### src/hdl/lsts_pkg.sv
// Shared types and constants of the leap-second table scheduler.
// Used by the table store, the sequencer and the top level.
package lsts_pkg;

    localparam int TABLE_DEPTH_DEF = 10;

    // Item kinds carried in tuser.
    localparam logic [1:0] K_QUERY  = 2'd0;
    localparam logic [1:0] K_INSERT = 2'd1;
    localparam logic [1:0] K_RESET  = 2'd2;
    localparam logic [1:0] K_UNUSED = 2'd3;

    // Insert status codes.
    localparam logic [1:0] ST_OK  = 2'd0;
    localparam logic [1:0] ST_DUP = 2'd1;
    localparam logic [1:0] ST_REJ = 2'd2;

    // Proximity codes.
    localparam logic [1:0] PX_NONE     = 2'd0;
    localparam logic [1:0] PX_SCHEDULE = 2'd1;
    localparam logic [1:0] PX_ANNOUNCE = 2'd2;
    localparam logic [1:0] PX_ALERT    = 2'd3;

    localparam logic [31:0] DAY_SECONDS   = 32'd86400;
    localparam logic [31:0] ALERT_SECONDS = 32'd10;
    localparam logic [63:0] STEP_SLACK    = 64'd3;
    localparam logic [63:0] ALL_ONES      = {64{1'b1}};

    localparam int IN_DATA_W  = 168;
    localparam int OUT_DATA_W = 216;

    typedef struct packed {
        logic [63:0]        time_s;
        logic [21:0]        lead;
        logic signed [15:0] offset;
        logic               dyn;
    } t_entry;

    typedef struct packed {
        logic [1:0]         kind;
        logic [63:0]        query_time;
        logic [63:0]        entry_time;
        logic [21:0]        entry_lead;
        logic signed [15:0] entry_tai;
        logic               entry_dynamic;
    } t_req;

    typedef struct packed {
        logic [1:0]         status;
        logic               fired;
        logic signed [15:0] warped;
        logic signed [15:0] era_offset;
        logic signed [15:0] offset_step;
        logic [63:0]        era_start;
        logic [63:0]        next_transition;
        logic [31:0]        due_distance;
        logic               next_dynamic;
        logic [1:0]         proximity;
    } t_res;

endpackage

### src/hdl/leap_second_table_scheduler_top.sv
// Top level of the leap-second table scheduler: stream ports, config register,
// result register. Instantiates lsts_ctrl; uses lsts_pkg.
//
// Usage:
//   Items enter on the s_axis channel (kind in tuser, payload in tdata) and
//   one result beat per item leaves on the m_axis channel. The cfg channel
//   writes electric_mode and is always ready; it is to be written only
//   while idle, which the block itself does not enforce. Each item is worked
//   through by a sequencer around one shared 64-bit adder/comparator; the
//   block takes a new item only after the previous one has finished its
//   steps. A query that leaves the cached era walks the table, with one
//   registered read and one compare per entry visited.
//   The result sits in an output register, so the next item is taken while
//   a finished result waits; if the receiver stalls with one result held and
//   another finished, the sequencer holds until the register frees up.
//   Synchronous reset empties the table, zeroes the offsets, sets the cached
//   era times to all ones, clears electric_mode and drops tvalid.
module leap_second_table_scheduler_top #(
    parameter int TABLE_DEPTH = lsts_pkg::TABLE_DEPTH_DEF
) (
    input  logic         i_clk,
    input  logic         i_rst_n,
    input  logic         i_s_axis_tvalid,
    output logic         o_s_axis_tready,
    // query_time[63:0], entry_time[127:64], entry_lead[149:128],
    // entry_tai[165:150], entry_dynamic[166], zero[167]
    input  logic [lsts_pkg::IN_DATA_W-1:0] i_s_axis_tdata,
    // kind[1:0]
    input  logic [1:0]   i_s_axis_tuser,
    output logic         o_m_axis_tvalid,
    input  logic         i_m_axis_tready,
    // status[1:0], fired[2], warped[18:3], era_offset[34:19], offset_step[50:35],
    // era_start[114:51], next_transition[178:115], due_distance[210:179],
    // next_dynamic[211], proximity[213:212], zero[215:214]
    output logic [lsts_pkg::OUT_DATA_W-1:0] o_m_axis_tdata,
    input  logic         i_cfg_valid,
    output logic         o_cfg_ready,
    input  logic         i_cfg_data
);
    import lsts_pkg::*;

    logic   r_electric;
    logic   r_out_valid;
    t_res   r_out;
    t_req   req;
    t_res   res;
    logic   res_valid, res_ready, req_ready;

    // Configuration register.
    always_ff @(posedge i_clk) begin
        if (!i_rst_n) begin
            r_electric <= 1'b0;
        end else if (i_cfg_valid) begin
            r_electric <= i_cfg_data;
        end
    end
    assign o_cfg_ready = 1'b1;

    // Unpack the input beat.
    assign req.kind          = i_s_axis_tuser;
    assign req.query_time    = i_s_axis_tdata[63:0];
    assign req.entry_time    = i_s_axis_tdata[127:64];
    assign req.entry_lead    = i_s_axis_tdata[149:128];
    assign req.entry_tai     = i_s_axis_tdata[165:150];
    assign req.entry_dynamic = i_s_axis_tdata[166];

    lsts_ctrl #(.DEPTH(TABLE_DEPTH)) u_ctrl (
        .i_clk       (i_clk),
        .i_rst_n     (i_rst_n),
        .i_electric  (r_electric),
        .i_req_valid (i_s_axis_tvalid),
        .o_req_ready (req_ready),
        .i_req       (req),
        .o_res_valid (res_valid),
        .i_res_ready (res_ready),
        .o_res       (res)
    );
    assign o_s_axis_tready = req_ready;

    // Output register decouples the receiver from the sequencer.
    assign res_ready = !r_out_valid || i_m_axis_tready;
    always_ff @(posedge i_clk) begin
        if (!i_rst_n) begin
            r_out_valid <= 1'b0;
        end else if (res_ready) begin
            r_out_valid <= res_valid;
        end
    end
    always_ff @(posedge i_clk) begin
        if (res_ready && res_valid) begin
            r_out <= res;
        end
    end

    // Pack the result beat.
    assign o_m_axis_tvalid = r_out_valid;
    assign o_m_axis_tdata  = {2'b00, r_out.proximity, r_out.next_dynamic,
                              r_out.due_distance, r_out.next_transition,
                              r_out.era_start, r_out.offset_step, r_out.era_offset,
                              r_out.warped, r_out.fired, r_out.status};

endmodule

### src/hdl/lsts_table.sv
// Newest-first entry store of the leap-second table scheduler.
// A circular memory written at a moving head, with one registered read port; uses lsts_pkg.
module lsts_table #(
    parameter int DEPTH = 10,
    parameter int IW    = 4
) (
    input  logic            i_clk,
    input  logic            i_rst_n,
    input  logic            i_shift,
    input  lsts_pkg::t_entry i_wr,
    input  logic [IW-1:0]   i_rd_idx,
    output lsts_pkg::t_entry o_rd
);
    import lsts_pkg::*;

    localparam logic [IW:0]   DEPTH_W = (IW+1)'(DEPTH);
    localparam logic [IW-1:0] LAST    = IW'(DEPTH - 1);

    t_entry        mem [DEPTH];
    t_entry        r_rd;
    logic [IW-1:0] r_head, n_head;
    logic [IW:0]   rd_sum, rd_wrap;
    logic [IW-1:0] rd_phys;

    // Insert steps the head back one place, so the evicted oldest slot takes the new entry.
    assign n_head = (r_head == '0) ? LAST : r_head - 1'b1;

    always_ff @(posedge i_clk) begin
        if (!i_rst_n) begin
            r_head <= '0;
        end else if (i_shift) begin
            r_head <= n_head;
        end
    end

    always_ff @(posedge i_clk) begin
        if (i_shift) begin
            mem[n_head] <= i_wr;
        end
    end

    // Entry age to slot: head plus index, wrapped once at the depth.
    assign rd_sum  = {1'b0, r_head} + {1'b0, i_rd_idx};
    assign rd_wrap = rd_sum - DEPTH_W;
    assign rd_phys = (rd_sum >= DEPTH_W) ? rd_wrap[IW-1:0] : rd_sum[IW-1:0];

    // Registered read port.
    always_ff @(posedge i_clk) begin
        if (int'(i_rd_idx) < DEPTH) begin
            r_rd <= mem[rd_phys];
        end
    end

    assign o_rd = r_rd;

endmodule

### src/hdl/lsts_alu.sv
// Shared 64-bit add/subtract unit of the leap-second table scheduler.
// Subtraction gives the no-borrow flag used for the sequencer's 64-bit magnitude compares.
module lsts_alu (
    input  logic [63:0] i_a,
    input  logic [63:0] i_b,
    input  logic        i_sub,
    output logic [63:0] o_sum,
    output logic        o_carry,
    output logic        o_zero
);
    logic [64:0] sum65;

    // With subtract, carry out high means a >= b.
    assign sum65   = {1'b0, i_a} + {1'b0, (i_sub ? ~i_b : i_b)} + {64'd0, i_sub};
    assign o_sum   = sum65[63:0];
    assign o_carry = sum65[64];
    assign o_zero  = (sum65[63:0] == 64'd0);

endmodule

### src/hdl/lsts_ctrl.sv
// Sequencer of the leap-second table scheduler: insert, era walk and query steps.
// Drives the shared adder lsts_alu and the store lsts_table; uses lsts_pkg.
module lsts_ctrl #(
    parameter int DEPTH = 10
) (
    input  logic          i_clk,
    input  logic          i_rst_n,
    input  logic          i_electric,
    input  logic          i_req_valid,
    output logic          o_req_ready,
    input  lsts_pkg::t_req i_req,
    output logic          o_res_valid,
    input  logic          i_res_ready,
    output lsts_pkg::t_res o_res
);
    import lsts_pkg::*;

    localparam int IW = (DEPTH > 1) ? $clog2(DEPTH) : 1;
    localparam int CW = $clog2(DEPTH + 1);

    localparam logic [4:0] S_IDLE     = 5'd0;
    localparam logic [4:0] S_INS_A    = 5'd1;
    localparam logic [4:0] S_INS_B    = 5'd2;
    localparam logic [4:0] S_INS_C    = 5'd3;
    localparam logic [4:0] S_Q_BASE   = 5'd4;
    localparam logic [4:0] S_Q_DUE    = 5'd5;
    localparam logic [4:0] S_Q_LIM    = 5'd6;
    localparam logic [4:0] S_Q_LIMCMP = 5'd7;
    localparam logic [4:0] S_Q_WARP   = 5'd8;
    localparam logic [4:0] S_Q_NEXT   = 5'd9;
    localparam logic [4:0] S_W_ADR    = 5'd10;
    localparam logic [4:0] S_W_CMP    = 5'd11;
    localparam logic [4:0] S_W_DUE    = 5'd12;
    localparam logic [4:0] S_W_SCH    = 5'd13;
    localparam logic [4:0] S_Q_FIRE   = 5'd14;
    localparam logic [4:0] S_O_SCH    = 5'd15;
    localparam logic [4:0] S_O_DIST   = 5'd16;
    localparam logic [4:0] S_DONE     = 5'd17;

    logic [4:0]         r_state, n_state;
    logic [1:0]         r_kind;
    logic [63:0]        r_ts, r_t, r_et, r_last, r_lim;
    logic [21:0]        r_lead_in, r_lead;
    logic signed [15:0] r_tai, r_base, r_cur, r_up_off, r_warp;
    logic               r_dyn_in, r_up_dyn, r_step, r_fired, r_sch;
    logic [CW-1:0]      r_i, r_count;
    logic [63:0]        r_era, r_trans, r_due, r_sched;
    logic [1:0]         r_status;
    logic [31:0]        r_dist;

    logic [63:0]  alu_a, alu_b, alu_sum;
    logic         alu_sub, alu_carry, alu_zero;
    logic [IW-1:0] rd_idx;
    t_entry       rd, wr;
    logic         tbl_shift;
    logic signed [16:0] diff17;
    logic signed [15:0] first_base;
    logic [1:0]   prox;

    lsts_alu u_alu (
        .i_a     (alu_a),
        .i_b     (alu_b),
        .i_sub   (alu_sub),
        .o_sum   (alu_sum),
        .o_carry (alu_carry),
        .o_zero  (alu_zero)
    );

    assign rd_idx    = (r_state == S_INS_B) ? IW'(DEPTH - 1) : r_i[IW-1:0];
    assign tbl_shift = (r_state == S_INS_C);
    assign wr        = '{time_s: r_et, lead: r_lead_in, offset: r_tai, dyn: r_dyn_in};

    lsts_table #(.DEPTH(DEPTH), .IW(IW)) u_table (
        .i_clk    (i_clk),
        .i_rst_n  (i_rst_n),
        .i_shift  (tbl_shift),
        .i_wr     (wr),
        .i_rd_idx (rd_idx),
        .o_rd     (rd)
    );

    // Offset step between the upcoming and the current era, one bit wider.
    assign diff17     = {r_up_off[15], r_up_off} - {r_cur[15], r_cur};
    assign first_base = r_tai[15] ? (r_tai + 16'sd1) : (r_tai - 16'sd1);

    // Operand selection for the shared adder.
    always_comb begin
        alu_a   = r_ts;
        alu_b   = r_era;
        alu_sub = 1'b1;
        unique case (r_state)
            S_INS_B:    begin alu_a = r_et;    alu_b = rd.time_s; end
            S_Q_DUE:    begin alu_b = r_due; end
            S_Q_LIM:    begin alu_a = r_due;   alu_b = STEP_SLACK; alu_sub = 1'b0; end
            S_Q_LIMCMP: begin alu_b = r_lim; end
            S_Q_WARP:   begin alu_a = r_trans; alu_b = r_due; end
            S_Q_NEXT:   begin alu_b = {{48{r_warp[15]}}, r_warp}; alu_sub = 1'b0; end
            S_W_CMP:    begin alu_a = r_t;     alu_b = rd.time_s; end
            S_W_DUE:    begin
                alu_a   = r_trans;
                alu_b   = {{47{diff17[16]}}, diff17};
                alu_sub = 1'b0;
            end
            S_W_SCH:    begin alu_a = r_trans; alu_b = {42'd0, r_lead}; end
            S_Q_FIRE:   begin alu_a = r_era;   alu_b = r_last; end
            S_O_SCH:    begin alu_b = r_sched; end
            S_O_DIST:   begin alu_a = r_due;   alu_b = r_ts; end
            default:    begin end
        endcase
    end

    // Next state.
    always_comb begin
        n_state = r_state;
        unique case (r_state)
            S_IDLE: begin
                if (i_req_valid) begin
                    case (i_req.kind)
                        K_QUERY:  n_state = S_Q_BASE;
                        K_INSERT: n_state = S_INS_A;
                        default:  n_state = S_DONE;
                    endcase
                end
            end
            S_INS_A: n_state = S_INS_B;
            S_INS_B: begin
                if (r_count != '0 && (!alu_carry || alu_zero)) n_state = S_DONE;
                else n_state = S_INS_C;
            end
            S_INS_C:    n_state = S_DONE;
            S_Q_BASE:   n_state = alu_carry ? S_Q_DUE : S_W_ADR;
            S_Q_DUE:    n_state = alu_carry ? S_Q_LIM : S_O_SCH;
            S_Q_LIM:    n_state = S_Q_LIMCMP;
            S_Q_LIMCMP: n_state = alu_carry ? S_W_ADR : S_Q_WARP;
            S_Q_WARP:   n_state = S_Q_NEXT;
            S_Q_NEXT:   n_state = S_W_ADR;
            S_W_ADR:    n_state = (r_i < r_count) ? S_W_CMP : S_W_DUE;
            S_W_CMP:    n_state = alu_carry ? S_W_DUE : S_W_ADR;
            S_W_DUE: begin
                if (r_i != '0) n_state = S_W_SCH;
                else n_state = r_step ? S_Q_FIRE : S_O_SCH;
            end
            S_W_SCH:  n_state = r_step ? S_Q_FIRE : S_O_SCH;
            S_Q_FIRE: n_state = S_O_SCH;
            S_O_SCH:  n_state = S_O_DIST;
            S_O_DIST: n_state = S_DONE;
            S_DONE:   if (i_res_ready) n_state = S_IDLE;
            default:  n_state = S_IDLE;
        endcase
    end

    // Control state.
    always_ff @(posedge i_clk) begin
        if (!i_rst_n) begin
            r_state  <= S_IDLE;
            r_count  <= '0;
            r_base   <= '0;
            r_cur    <= '0;
            r_up_off <= '0;
            r_up_dyn <= 1'b0;
            r_era    <= ALL_ONES;
            r_trans  <= ALL_ONES;
            r_due    <= ALL_ONES;
            r_sched  <= ALL_ONES;
        end else begin
            r_state <= n_state;
            unique case (r_state)
                S_IDLE: begin
                    if (i_req_valid && i_req.kind == K_RESET) begin
                        r_era   <= ALL_ONES;
                        r_trans <= ALL_ONES;
                        r_due   <= ALL_ONES;
                        r_sched <= ALL_ONES;
                    end
                end
                S_INS_C: begin
                    if (r_count == '0) begin
                        r_base <= first_base;
                    end else if (r_count >= CW'(DEPTH)) begin
                        r_base <= rd.offset;
                    end
                    if (r_count < CW'(DEPTH)) r_count <= r_count + 1'b1;
                    r_era   <= ALL_ONES;
                    r_trans <= ALL_ONES;
                    r_due   <= ALL_ONES;
                    r_sched <= ALL_ONES;
                end
                S_W_ADR: begin
                    if (r_i >= r_count) begin
                        r_era <= 64'd0;
                        r_cur <= r_base;
                    end
                end
                S_W_CMP: begin
                    if (!alu_carry) begin
                        r_up_off <= rd.offset;
                        r_up_dyn <= rd.dyn;
                        r_trans  <= rd.time_s;
                    end else begin
                        r_era <= rd.time_s;
                        r_cur <= rd.offset;
                    end
                end
                S_W_DUE: begin
                    if (r_i == '0) begin
                        r_trans  <= ALL_ONES;
                        r_due    <= ALL_ONES;
                        r_sched  <= ALL_ONES;
                        r_up_off <= r_cur;
                        r_up_dyn <= 1'b0;
                    end else begin
                        r_due <= i_electric ? r_trans : alu_sum;
                    end
                end
                S_W_SCH: r_sched <= alu_sum;
                default: begin end
            endcase
        end
    end

    // Item payload and working values.
    always_ff @(posedge i_clk) begin
        unique case (r_state)
            S_IDLE: begin
                if (i_req_valid) begin
                    r_kind    <= i_req.kind;
                    r_ts      <= i_req.query_time;
                    r_t       <= i_req.query_time;
                    r_et      <= i_req.entry_time;
                    r_lead_in <= i_req.entry_lead;
                    r_tai     <= i_req.entry_tai;
                    r_dyn_in  <= i_req.entry_dynamic;
                    r_i       <= '0;
                    r_step    <= 1'b0;
                    r_fired   <= 1'b0;
                    r_warp    <= '0;
                    r_sch     <= 1'b0;
                    r_dist    <= '0;
                    r_status  <= ST_OK;
                end
            end
            S_INS_B: begin
                if (r_count != '0 && !alu_carry) r_status <= ST_REJ;
                else if (r_count != '0 && alu_zero)
                    r_status <= (r_tai != rd.offset) ? ST_REJ : ST_DUP;
            end
            S_Q_LIM:  r_lim <= alu_sum;
            S_Q_WARP: begin
                r_warp <= alu_sum[15:0];
                r_last <= r_trans;
            end
            S_Q_NEXT: begin
                r_t    <= alu_sum;
                r_step <= 1'b1;
            end
            S_W_CMP: begin
                if (!alu_carry) begin
                    r_i    <= r_i + 1'b1;
                    r_lead <= rd.lead;
                end
            end
            S_Q_FIRE: begin
                if (alu_zero) begin
                    r_fired <= 1'b1;
                    r_ts    <= r_t;
                end else begin
                    r_warp <= '0;
                end
            end
            S_O_SCH:  r_sch  <= alu_carry;
            S_O_DIST: r_dist <= alu_sum[31:0];
            default: begin end
        endcase
    end

    // Proximity from the due distance; zero distance lies outside both windows.
    always_comb begin
        prox = PX_NONE;
        if (r_sch) begin
            prox = PX_SCHEDULE;
            if (r_dist != 32'd0 && r_dist <= DAY_SECONDS) prox = PX_ANNOUNCE;
            if (r_dist != 32'd0 && r_dist <= ALERT_SECONDS) prox = PX_ALERT;
        end
    end

    // Result beat; non-query items carry only the status.
    always_comb begin
        o_res = '0;
        o_res.status = (r_kind == K_INSERT) ? r_status : ST_OK;
        if (r_kind == K_QUERY) begin
            o_res.fired           = r_fired;
            o_res.warped          = r_warp;
            o_res.era_offset      = r_cur;
            o_res.era_start       = r_era;
            o_res.next_transition = r_trans;
            o_res.proximity       = prox;
            if (r_sch) begin
                o_res.offset_step  = r_up_off - r_cur;
                o_res.due_distance = r_dist;
                o_res.next_dynamic = r_up_dyn;
            end
        end
    end

    assign o_req_ready = (r_state == S_IDLE);
    assign o_res_valid = (r_state == S_DONE);

`ifndef SYNTHESIS
    a_count_bound: assert property (@(posedge i_clk) disable iff (!i_rst_n)
        r_count <= CW'(DEPTH))
        else $error("entry count beyond table depth");

    a_walk_bound: assert property (@(posedge i_clk) disable iff (!i_rst_n)
        (r_state == S_W_ADR || r_state == S_W_CMP) |-> r_i <= r_count)
        else $error("era walk ran past the filled entries");

    a_full_stays: assert property (@(posedge i_clk) disable iff (!i_rst_n)
        (r_state == S_INS_C && r_count == CW'(DEPTH)) |=> r_count == CW'(DEPTH))
        else $error("eviction changed the entry count");

    a_fire_era: assert property (@(posedge i_clk) disable iff (!i_rst_n)
        (r_state == S_O_SCH && r_fired) |-> r_era == r_last)
        else $error("firing reported without entering the transition era");
`endif

endmodule
### config.mk
export PLATFORM = sky130hd
export DESIGN_NAME = leap_second_table_scheduler_top
export DESIGN_NICKNAME = d
export VERILOG_FILES = /design/src/hdl/lsts_pkg.sv /design/src/hdl/leap_second_table_scheduler_top.sv /design/src/hdl/lsts_table.sv /design/src/hdl/lsts_alu.sv /design/src/hdl/lsts_ctrl.sv
export SDC_FILE = /design/constraint.sdc
export NUM_CORES = 2
export LEC_CHECK = 0
export CAP_MARGIN = 15
export CELL_PAD_IN_SITES_DETAIL_PLACEMENT = 0
export CELL_PAD_IN_SITES_GLOBAL_PLACEMENT = 1
export CORE_ASPECT_RATIO = 2
export CORE_MARGIN = 4
export CORE_UTILIZATION = 30
export DETAILED_ROUTE_END_ITERATION = 10
export DONT_BUFFER_PORTS = 1
export HOLD_SLACK_MARGIN = 0.02
export MAX_ROUTING_LAYER = met4
export PLACE_DENSITY_LB_ADDON = 0.1
export SYNTH_ARGS = -nofsm -noshare
export SYNTH_HDL_FRONTEND = slang
export SYNTH_SLANG_ARGS = --single-unit
### constraint.sdc
create_clock -name i_clk -period 38.4 [get_ports i_clk]
set_input_delay 3.84 -clock i_clk [delete_from_list [all_inputs] [get_ports i_clk]]
set_output_delay 3.84 -clock i_clk [all_outputs]
set_load 0.005 [all_outputs]
==> flow_metrics.env <==
export IMPL_cts_buffers=207
export IMPL_die_x_um=394.9
export IMPL_cts_resized=0
export IMPL_cts_tree="built"
export IMPL_critPathCapture="u_ctrl.r_ts[44]"
export IMPL_io_pins=395
export IMPL_synth_seq_area_share_pct=66.90
export IMPL_ys_warn_count=0
export IMPL_num_vias=59150
export IMPL_dr_pass1_iters=8
export IMPL_cts_root_buf="clkbuf_16"
export IMPL_clkLatencyLatePin_ns=0.90
export IMPL_hold_worst_slack_ns=0.4749
export IMPL_ff2ff_setup_slack_ns=24.89
export IMPL_grt_overflow=0
export IMPL_grtUsageTotal_pct=22.89
export IMPL_critPathMaxStageDelay_ns=0.91
export IMPL_crit_fanout=53
export IMPL_drc=0
export IMPL_ys_types=90
export IMPL_drt_initial_drc_count=6441
export IMPL_start_util_pct=30.19
export IMPL_cpMaxStageDelayCell="clkinv_1"
export IMPL_status="finished, final reports clean"
export IMPL_clockBufferDepth=4
export IMPL_via_per_inst=5.559
export IMPL_drive_gt1_share_pct=11.22
export IMPL_grt_pass1_vias=59620
export IMPL_fill_cells=29170
export IMPL_core_area_mm2=0.2974
export IMPL_hp_class="flop to flop"
export IMPL_ant_nets=0
export IMPL_grt_pass1_wl_um=487500
export IMPL_maxCapViolCount=0
export IMPL_crit_arrival_ns=13.97
export IMPL_hold_viol=0
export IMPL_clock_sinks=2107
export IMPL_die_height_um=781.7
export IMPL_wl_um=353800
export IMPL_r2r_cells=30
export IMPL_report_final_slew_viol_count=0
export IMPL_synth_area_per_cell_um2=13.42
export IMPL_critPathLaunch="u_ctrl.r_state[3]"
export IMPL_postCtsSetupRepairBufs=0
export IMPL_synth_top_area_cell="edfxtp_1"
export IMPL_cpMostUsedCell="buf_4"
export IMPL_critical_path_class="flop to flop"
export IMPL_synth_edf_count=1787
export IMPL_grt_setup_unrepaired="no"
export IMPL_clk_pin_slew_worst_paths_ns=0.07
export IMPL_regToRegStartpoint="u_ctrl.r_state[3]"
export IMPL_fmax_mhz=74.04
export IMPL_dpl_cell_count=10220
export IMPL_min_period_ns=13.51
export IMPL_startpoint_type="flop"
export IMPL_async_flop_share_pct=0
export IMPL_syn_inst=6693
export IMPL_synthTopCellsByArea="edfxtp_1 (60%), dfxtp_1 (7.1%), mux4_2 (5.2%)"
export IMPL_fin_nets=6865
export IMPL_synth_top_area_share_pct=59.76
export IMPL_synthesis_area_mm2=0.08979
export IMPL_synth_top_flop_cell="edfxtp_1"
export IMPL_area_delta_synth_final_pct=12.72
export IMPL_whs_path_depth=2
export IMPL_finalNonFillerCells=10640
export IMPL_ys_ff_latch=2107
export IMPL_endpoint_kind="flop"
export IMPL_setup_viol=0
export IMPL_fp_row_count=283
export IMPL_cp_required_ns=38.86
export IMPL_die_area_mm2=0.3087
export IMPL_grt_max_degree=268
export IMPL_period_share_pct=35.17
export IMPL_port_buffers=0
export IMPL_worst_pin_slew_ns=1.365
export IMPL_dpl_hpwl_um=224200
export IMPL_slew_headroom_pct=8.527
export IMPL_gpl_final_weighted_congestion=0.9305
export IMPL_antenna_found_initial=79
export IMPL_h_tree_depth=4
export IMPL_avgRoutedWirePerCell_um=33.25
export IMPL_setup_tns_ns=0
export IMPL_synth_most_common_cell="edfxtp_1"
export IMPL_synthTopCellsByCount="edfxtp_1 (1,787), nand2_1 (720), nor2_1 (442)"
export IMPL_final_setup_skew_ns=0.08307
export IMPL_ctsHoldBuffers=0
export IMPL_regToRegEndpoint="u_ctrl.r_ts[44]"
==> critical path, delay by kind of cell, from the launching register on <==
kind / cells / cell delay (ns)
and+or+nand+nor: 14 / 6.01
buffers and inverters: 6 / 3.54
AOI/OAI and AO/OA: 8 / 2.01
adders and majority gates: 1 / 0.63
muxes: 1 / 0.40
DFF: 1 / 0.30
==> layout make-up <==
type                            count  area, µm²  area share (%)
Inverter                          117      450.4          0.4450
Timing Repair Buffer              151       1241           1.226
Sequential cell                  2107      60080           59.36
Clock inverter                     95      988.4          0.9766
Antenna cell                       58      145.1          0.1434
Multi-Input combinational cell   3994      27880           27.55
Tap cell                         3847       4813           4.756
Clock buffer                      272       5618           5.551
==> cell families after synthesis <==
logic type	count (synthesis)	synth area share (%)
buf+inv	593	2.518
flops	2107	66.90
mux	340	6.690
xor+xnor	104	1.014
fa+ha+maj	111	1.580
simple gates	1877	9.676
other cells	2	0.008364
compound gates	1559	11.62
==> layout by cell type, fill, tap and decap left out, drive strengths merged, types with 113 or more instances in the layout <==
| cell type | Yosys | final |
|---|---|---|
| edfxtp | 1787 | 1787 |
| nand2 | 720 | 720 |
| nor2 | 442 | 442 |
| a21oi | 364 | 364 |
| dfxtp | 320 | 320 |
| o21ai | 294 | 294 |
| clkbuf | 436 | 272 |
| mux4 | 206 | 206 |
| a222oi | 168 | 168 |
| and2 | 167 | 167 |
| buf | 40 | 151 |
| o22ai | 127 | 127 |
| nor3 | 124 | 124 |
| nor2b | 122 | 122 |
| inv | 116 | 118 |
| a211oi | 114 | 114 |
| mux2i | 113 | 113 |
==> layer usage <==
| metal | GRT usage, % | vias to the layer above | share of wire, % |
|---|---|---|---|
| met1 | 27.30 | 30410 | 40 |
| met2 | 38.04 | 2392 | 49 |
| li1 | - | 25660 | - |
| met3 | 4.133 | 690 | 6.4 |
| met5 | - | - | 0 |
| met4 | 9.890 | 0 | 5.0 |
==> flip-flops by register name (all words and copies together) (netlist names), 4 cells and up <==
| signal | count |
|---|---|
| u_ctrl.r_warp | 16 |
| u_ctrl.r_era | 64 |
| u_ctrl.r_cur | 16 |
| u_ctrl.r_due | 64 |
| u_ctrl.r_lim | 64 |
| u_ctrl.r_ts | 64 |
| u_ctrl.r_tai | 16 |
| u_ctrl.r_trans | 64 |
| u_ctrl.r_count | 4 |
| u_ctrl.r_last | 64 |
| u_ctrl.r_t | 64 |
| u_ctrl.r_up_off | 16 |
| o_m_axis_tdata | 214 |
| u_ctrl.r_i | 4 |
| u_ctrl.r_base | 16 |
| u_ctrl.r_lead | 22 |
| u_ctrl.u_table.mem | 1030 |
| u_ctrl.u_table.o_rd | 103 |
| u_ctrl.r_lead_in | 22 |
| u_ctrl.u_table.r_head | 4 |
| u_ctrl.r_state | 5 |
| u_ctrl.r_et | 64 |
| u_ctrl.r_sched | 64 |
| u_ctrl.r_dist | 32 |
==> worst min-delay path by stage <==
| stage | start | to | slack, ns |
|---|---|---|---|
| floorplan | u_ctrl.u_table.o_rd[17] | u_ctrl.r_lead[0] | 0.40 |
| global placement | u_ctrl.r_sched[6] | u_ctrl.r_sched[6] | 0.45 |
| global route | u_ctrl.r_sched[27] | u_ctrl.r_sched[27] | 0.50 |
| CTS | u_ctrl.r_base[8] | u_ctrl.r_cur[8] | 0.48 |
| finish | u_ctrl.r_sched[38] | u_ctrl.r_sched[38] | 0.47 |
| detailed placement | u_ctrl.r_sched[41] | u_ctrl.r_sched[41] | 0.46 |
==> through the flow <==
stage / worst slack, ns / utilization, % / instance area, µm²
after floorplan: 24.22 / - / 89800
after global placement: 24.62 / 31.75 / 94450
after detailed placement: 25.10 / 31.76 / 94460
after CTS: 25.03 / 33.98 / 101100
after global routing: 24.73 / 34.02 / 101200
final: 24.89 / 34.03 / 101200
Power is not shown: default switching activity piles up to over one toggle a cycle in this logic, so the estimate is an artifact.
